==> config.mk <==
export PLATFORM = sky130hd
export DESIGN_NAME = obbsat_pick
export DESIGN_NICKNAME = d
export VERILOG_FILES = /design/src/rtl/obbsat_pkg.sv /design/src/rtl/obbsat_pick.sv
export SDC_FILE = /design/constraint.sdc
export NUM_CORES = 2
export LEC_CHECK = 0
export BUFFER_PORTS_ARGS = -buffer_cell sky130_fd_sc_hd__buf_4
export CORE_AREA = 2 2 520 522
export CTS_BUF_LIST = sky130_fd_sc_hd__clkbuf_4
export DETAILED_ROUTE_END_ITERATION = 7
export DIE_AREA = 0 0 522 524
export PLACE_DENSITY_LB_ADDON = 0.2
export SLEW_MARGIN = 20
export SYNTH_ARGS = -nofsm -noshare
export SYNTH_HDL_FRONTEND = slang
export SYNTH_SLANG_ARGS = --single-unit
==> constraint.sdc <==
create_clock -name clk -period 13.8 [get_ports clk]
set_input_delay 1.38 -clock clk [delete_from_list [all_inputs] [get_ports clk]]
set_output_delay 1.38 -clock clk [all_outputs]
set_load 0.02 [all_outputs]
==> src/rtl/obbsat_pkg.sv <==
// Shared types, widths and helpers for the OBB separating-axis test unit.
// Depends on nothing; every other file in rtl/ imports it.
package obbsat_pkg;

	// Component format: signed, rotation Q2.(COORD_BITS-3), lengths with 8 fraction bits
	localparam int COORD_BITS = 20;
	localparam int ROT_FRAC   = COORD_BITS - 3;
	localparam int WORD_W     = 3 * COORD_BITS;
	localparam int PROD_W     = 2 * COORD_BITS + 1;
	localparam int ACC_W      = 2 * COORD_BITS + 4;
	localparam int BIAS_W     = 8;
	localparam int NUM_AXES   = 15;
	localparam int AXIS_W     = 4;
	localparam int DEPTH      = 5;

	// No separating axis found
	localparam logic [AXIS_W-1:0] AXIS_NONE = '0;

	typedef logic signed [COORD_BITS-1:0] coord_t;
	typedef logic        [COORD_BITS-1:0] mag_t;
	typedef logic signed [PROD_W-1:0]     prod_t;
	typedef logic signed [ACC_W-1:0]      acc_t;
	typedef logic        [BIAS_W-1:0]     bias_t;
	typedef logic        [AXIS_W-1:0]     axis_t;
	typedef logic        [NUM_AXES-1:0]   sep_vec_t;

	typedef coord_t coord_mat_t [3][3];
	typedef mag_t   mag_mat_t   [3][3];
	typedef coord_t coord_vec_t [3];
	typedef prod_t  prod_cube_t [3][3][3];
	typedef acc_t   acc_axes_t  [NUM_AXES];

	typedef struct packed {
		logic [WORD_W-1:0] rot_row_x;
		logic [WORD_W-1:0] rot_row_y;
		logic [WORD_W-1:0] rot_row_z;
		logic [WORD_W-1:0] offset_vec;
		logic [WORD_W-1:0] half_ext_a;
		logic [WORD_W-1:0] half_ext_b;
	} in_item_t;

	typedef struct packed {
		logic  apart;
		axis_t sep_axis;
	} out_item_t;

	// Next and second-next index around three axes
	function automatic int nxt1(input int i);
		nxt1 = (i == 2) ? 0 : i + 1;
	endfunction

	function automatic int nxt2(input int i);
		nxt2 = (i == 0) ? 2 : i - 1;
	endfunction

	// Signed component k of a packed word
	function automatic coord_t comp(input logic [WORD_W-1:0] w, input int k);
		comp = coord_t'(w[k*COORD_BITS +: COORD_BITS]);
	endfunction

	// Full-precision signed product of a coordinate and a biased magnitude
	function automatic prod_t mul_cm(input coord_t c, input mag_t m);
		logic signed [COORD_BITS:0] ms;
		ms = {1'b0, m};
		mul_cm = c * ms;
	endfunction

	// Full-precision signed product of two coordinates
	function automatic prod_t mul_cc(input coord_t c, input coord_t d);
		mul_cc = c * d;
	endfunction

endpackage

==> src/rtl/obbsat_pick.sv <==
// Stages 4 and 5: compare |distance| with radius per axis, then pick the first.
// Depends on obbsat_pkg; takes the sums of obbsat_sum.
module obbsat_pick import obbsat_pkg::*; (
	input  logic      clk,
	input  logic      en,
	input  acc_axes_t dist_s3,
	input  acc_axes_t rad_s3,
	output out_item_t res_s5
);

	sep_vec_t sep_s4;
	axis_t    first_c;

	// Stage 4: an axis separates when |distance| exceeds the radius
	always_ff @(posedge clk) begin
		if (en) begin
			for (int n = 0; n < NUM_AXES; n++) begin
				sep_s4[n] <= ((dist_s3[n] < 0) ? -dist_s3[n] : dist_s3[n]) > rad_s3[n];
			end
		end
	end

	// Find the lowest-numbered separating axis
	always_comb begin
		first_c = AXIS_NONE;
		for (int n = NUM_AXES - 1; n >= 0; n--) begin
			if (sep_s4[n]) begin
				first_c = axis_t'(n + 1);
			end
		end
	end

	// Stage 5: result register
	always_ff @(posedge clk) begin
		if (en) begin
			res_s5.apart    <= (first_c != AXIS_NONE);
			res_s5.sep_axis <= first_c;
		end
	end

endmodule

# Yosys cells after proc, flatten, opt, wreduce, memory -nomap -nowiden
# Index checks and enable logic that the tools add are counted.
# W data, S select, Z words.
# op_classes
add_sub_neg	15
mul	0
div_mod_pow	0
n_lt_le_gt_ge	30
eq_ne	0
shift	0
mux	30
n_bitwise	0
reduce_logical	1
# ops
op	count
$gt A44 B44 Y1	15
$lt A44 B1 Y1 const B	15
$mux W44	15
$neg A44 Y44	15
$mux W4	15
$reduce_bool A4 Y1	1
# word_totals
regBits	20
latch_bits	0
ramBits	0
rom_bits	0
in_bits	1322
output_inout_bits	5
wordCells	79
n_memories	0

# Longest topological paths before layout
# depth
depth_word	16
ltp_mapped	17
depth_no_buf	17

# Worst setup path before layout
# No wires, ideal clock.
# synth_timing
path_kind	input to register
from	in dist_s3[311] (netlist bit)
to	reg sep_s4[7] (data pin)
setup_ns	0.260
arrival_ns	5.436
path_slack_ns	8.104
stages	15
n_path_buf	1
cell_sequence	or3_1 -> or4_4 -> or4_4 -> or4_1 -> buf_2 -> nand2b_1 -> o41ai_1 -> xnor2_1 -> ha_1 -> nand3_1 -> or4_1 -> nor3_1 -> o41ai_1 -> nand2_1 -> mux2_2
# synth_via
elab_chain_cells	3
elab_cells_between_ends	4
cone_classes	add/sub (1); order compare (2); mux (1)
# synth_rtl
element	line	source
start: declaration	obbsat_pick.sv:6	input acc_axes_t dist_s3,
$neg A44 Y44 / $lt A44 B1 Y1 (equally long branches)	obbsat_pick.sv:18	sep_s4[n] <= ((dist_s3[n] < 0) ? -dist_s3[n] : dist_s3[n]) > rad_s3[n];
$mux W44 (*)	obbsat_pick.sv:18	
$gt A44 B44 Y1 (*)	obbsat_pick.sv:18	
end signal: indexed assignment	obbsat_pick.sv:18	
end: declaration	obbsat_pick.sv:11	sep_vec_t sep_s4;
# Every way passes the cells marked *; elsewhere a longest branch is shown, timed or not.
# A chain may end at the register's enable or synchronous reset.

# Worst setup path in the final report
# layout_timing
from	in dist_s3[233] (netlist bit)
to	reg sep_s4[9] (data pin)
# The elaborated chain is that of the path after synthesis.

==> flow_summary.yaml <==
layout:
  drive_gt1_frac: 0.256
  fin_area_um2: 44700
  fin_cells: 9107
  syn_to_final_growth_pct: 47.2
  fillers: 30900
  final_nets: 7507
clock_tree:
  root_buffer: "clkbuf_4"
  postCtsSetupBuffers: 0
  ctsHoldBuffers: 0
  cts_tree: "done"
  clk_latency_ps: 500
  clk_pin_slew_ps: 260
  cts_sinks: 20
  cts_buffer_depth: 2
  cts_buffers: 3
  postCtsResizedCells: 0
  htree_num_levels: 1
run_status:
  outcome: "completed"
synthesis:
  yosysTopAreaCellShare: 0.278
  ys_ff_latch: 20
  synth_area_per_cell_um2: 7.15
  synth_area_leaders: "ha_1, xnor2_1, inv_1, o31ai_1, o21ai_0"
  yosys.area.top_type: "ha_1"
  ys_warn_count: 0
  synth_cell_types: 73
  synthArstFlopShare: 0
  syn-num-nets: 6250
  synth_area_um2: 30400
  synth-main-ff-cell: "edfxtp_1"
  synth_seq_area_share: 0.0198
  synth_edf_count: 20
  netlist_instances: 4253
placement:
  placed_area_um2: 44600
  dp_hpwl_mm: 203
  place_congestion: 0.927
  place_inst: 9057
  portBuffers: 1326
  pre_cts_ws_ps: 6820
critical_path:
  worstPathRequired_ps: 14030
  critPathKind: "input port to flip-flop"
  worstReg2RegEnd: "res_s5[4]$_DFFE_PP_"
  cp-end-kind: "flip-flop"
  cp.arrival_ps: 6270
  critical_path.max_fanout: 5
  startpoint: "dist_s3[233]"
  worstRegToRegCells: 7
  ff2ff_setup_slack_ps: 11370
  r2r_start: "sep_s4[14]$_DFFE_PP_"
  cp-start-kind: "input port"
route:
  wl_per_cell_um: 23.8
  antenna_left: 0
  drt-initial-drc-count: 1934
  vias: 36800
  wirelength_mm: 217
  first_pass_iters: 5
  via_per_inst: 4.04
  drc: 0
grt:
  met1_usage: 0.181
  grt_pass1_wl_mm: 292
  overflow: 0
  grt_use_met3: 0.0447
  track_usage: 0.150
  use_met2: 0.263
  busiest_layer: "met2"
  antenna_found_initial: 153
  grt_max_degree: 45
  grt_pass1_vias: 37300
pwr:
  ir_drop_mv: 0.0385
  p_per_area_nw_per_um2: 35.0
  p_total_uw: 1560
  p_leak_uw: 0.0206
sta:
  tns_ps: 0
  fin_crit_ps: 6040
  finalHoldViolCount: 0
  rsz0062_at_grt: "false"
  worst_pin_slew_ps: 1150
  max_freq_mhz: 166
  finClkSkew_ps: 42.8
  maxSlewHeadroom: 0.211
  period_share: 0.438
  worst_slack_ps: 7760
  setup-violations-final: 0
  drv_slew: 0
floorplanning:
  die_y_um: 524
  start_util: 0.114
  coreArea_um2: 267000
  ios: 1327
  rows: 190
  die_w_um: 522
  dieArea_um2: 274000
run:
  cap_violations: 0
worst_hold_path:
  hold_depth: 1
  hp-class: "flip-flop to flip-flop"
  hp-start: "sep_s4[0]$_DFFE_PP_"
  min_to: "res_s5[1]$_DFFE_PP_"
worst max-delay path by stage:
stage / depth (start not counted) / to / slack [ps]
after floorplan: 15 / sep_s4[7]$_DFFE_PP_ / 8100
after global placement: 16 / sep_s4[12]$_DFFE_PP_ / 5450
after detailed placement: 12 / sep_s4[12]$_DFFE_PP_ / 6820
after CTS: 12 / sep_s4[12]$_DFFE_PP_ / 7520
after global routing: 12 / sep_s4[12]$_DFFE_PP_ / 7240
final: 16 / sep_s4[9]$_DFFE_PP_ / 7760
through the flow:
stage | hold WS (ps) | utilization
final | 802 | 0.167
after global routing | 855 | 0.167
after CTS | 813 | 0.167
after detailed placement | 777 | 0.167
after global placement | 785 | 0.166
after floorplan | 552 | -
final cells by class:
cell class                      instances  area, µm²  share of cell area
Multi-Input combinational cell       3443      26800               0.600
Clock inverter                          1       30.0            0.000671
Inverter                              706       2650              0.0593
Timing Repair Buffer                 1336      10000               0.224
Clock buffer                            3       22.5            0.000504
Sequential cell                        20        601              0.0134
Antenna cell                           46        115             0.00257
Tap cell                             3552       4440              0.0994
sequential cells by signal (all words and copies together) (netlist names):
name	cells
res_s5	5
sep_s4	15
metal layers:
metal	wire length, µm	up-vias
li1	-	17900
met1	89900	17200
met2	104000	1310
met3	18700	255
met4	3590	100
met5	653	-
worst max-delay path, cell delays in order:
cell,delay (ps)
buf_4,130
or4_1,610
nor4_1,450
or3b_2,510
nor2_1,230
nand2_1,240
o31ai_1,320
xnor2_1,110
ha_1,300
nand4_1,160
nor4_1,550
nand3_1,200
nand3b_1,230
o21ai_0,280
o21ai_0,120
a21oi_1,440
kinds of logic after synthesis:
| group | count (synthesis) | share of synthesized area |
|---|---|---|
| xor+xnor | 615 | 0.177 |
| compound gates | 1056 | 0.227 |
| flops | 20 | 0.0198 |
| mux | 7 | 0.00243 |
| buf+inv | 790 | 0.0982 |
| fa+ha+maj | 675 | 0.278 |
| simple gates | 1090 | 0.198 |
where the power goes:
group / switching, µW / total [µW] / internal (µW)
sequential: 12.8 / 88.5 / 75.7
combinational: 715 / 1400 / 680
clock: 51.0 / 80.3 / 29.3
Yosys cell counts (all sizes together), types with 25 or more instances:
cell type,n
a211oi,38
a21o,88
a21oi,220
clkbuf,79
ha,675
inv,706
nand2,269
nand2b,63
nand3,88
nand4,136
nor2,103
nor3,65
nor4,57
o21ai,289
o31ai,201
o41ai,90
or2,25
or3,112
or4,95
xnor2,611
cell usage in the layout (no fill, tap or decap), drive strengths merged, types with 6 or more instances in the layout:
master and n:
diode 46, nand3 88, and4 10, a211o 7, or4 95, a21boi 17, o31ai 201, a221o 8
inv 706, a21oi 220, o41ai 90, a21o 88, o21a 15, buf 1336, nand4 136, o211ai 22
a211oi 38, and2 10, or3 112, or3b 12, nand2 269, o21ai 289, nor2 103, nand2b 63
a221oi 6, nor4 57, edfxtp 20, nor3 65, nor2b 23, xnor2 611, a2111oi 7, or2 25
ha 675, a31oi 15
(Power assumes the default switching activity.)
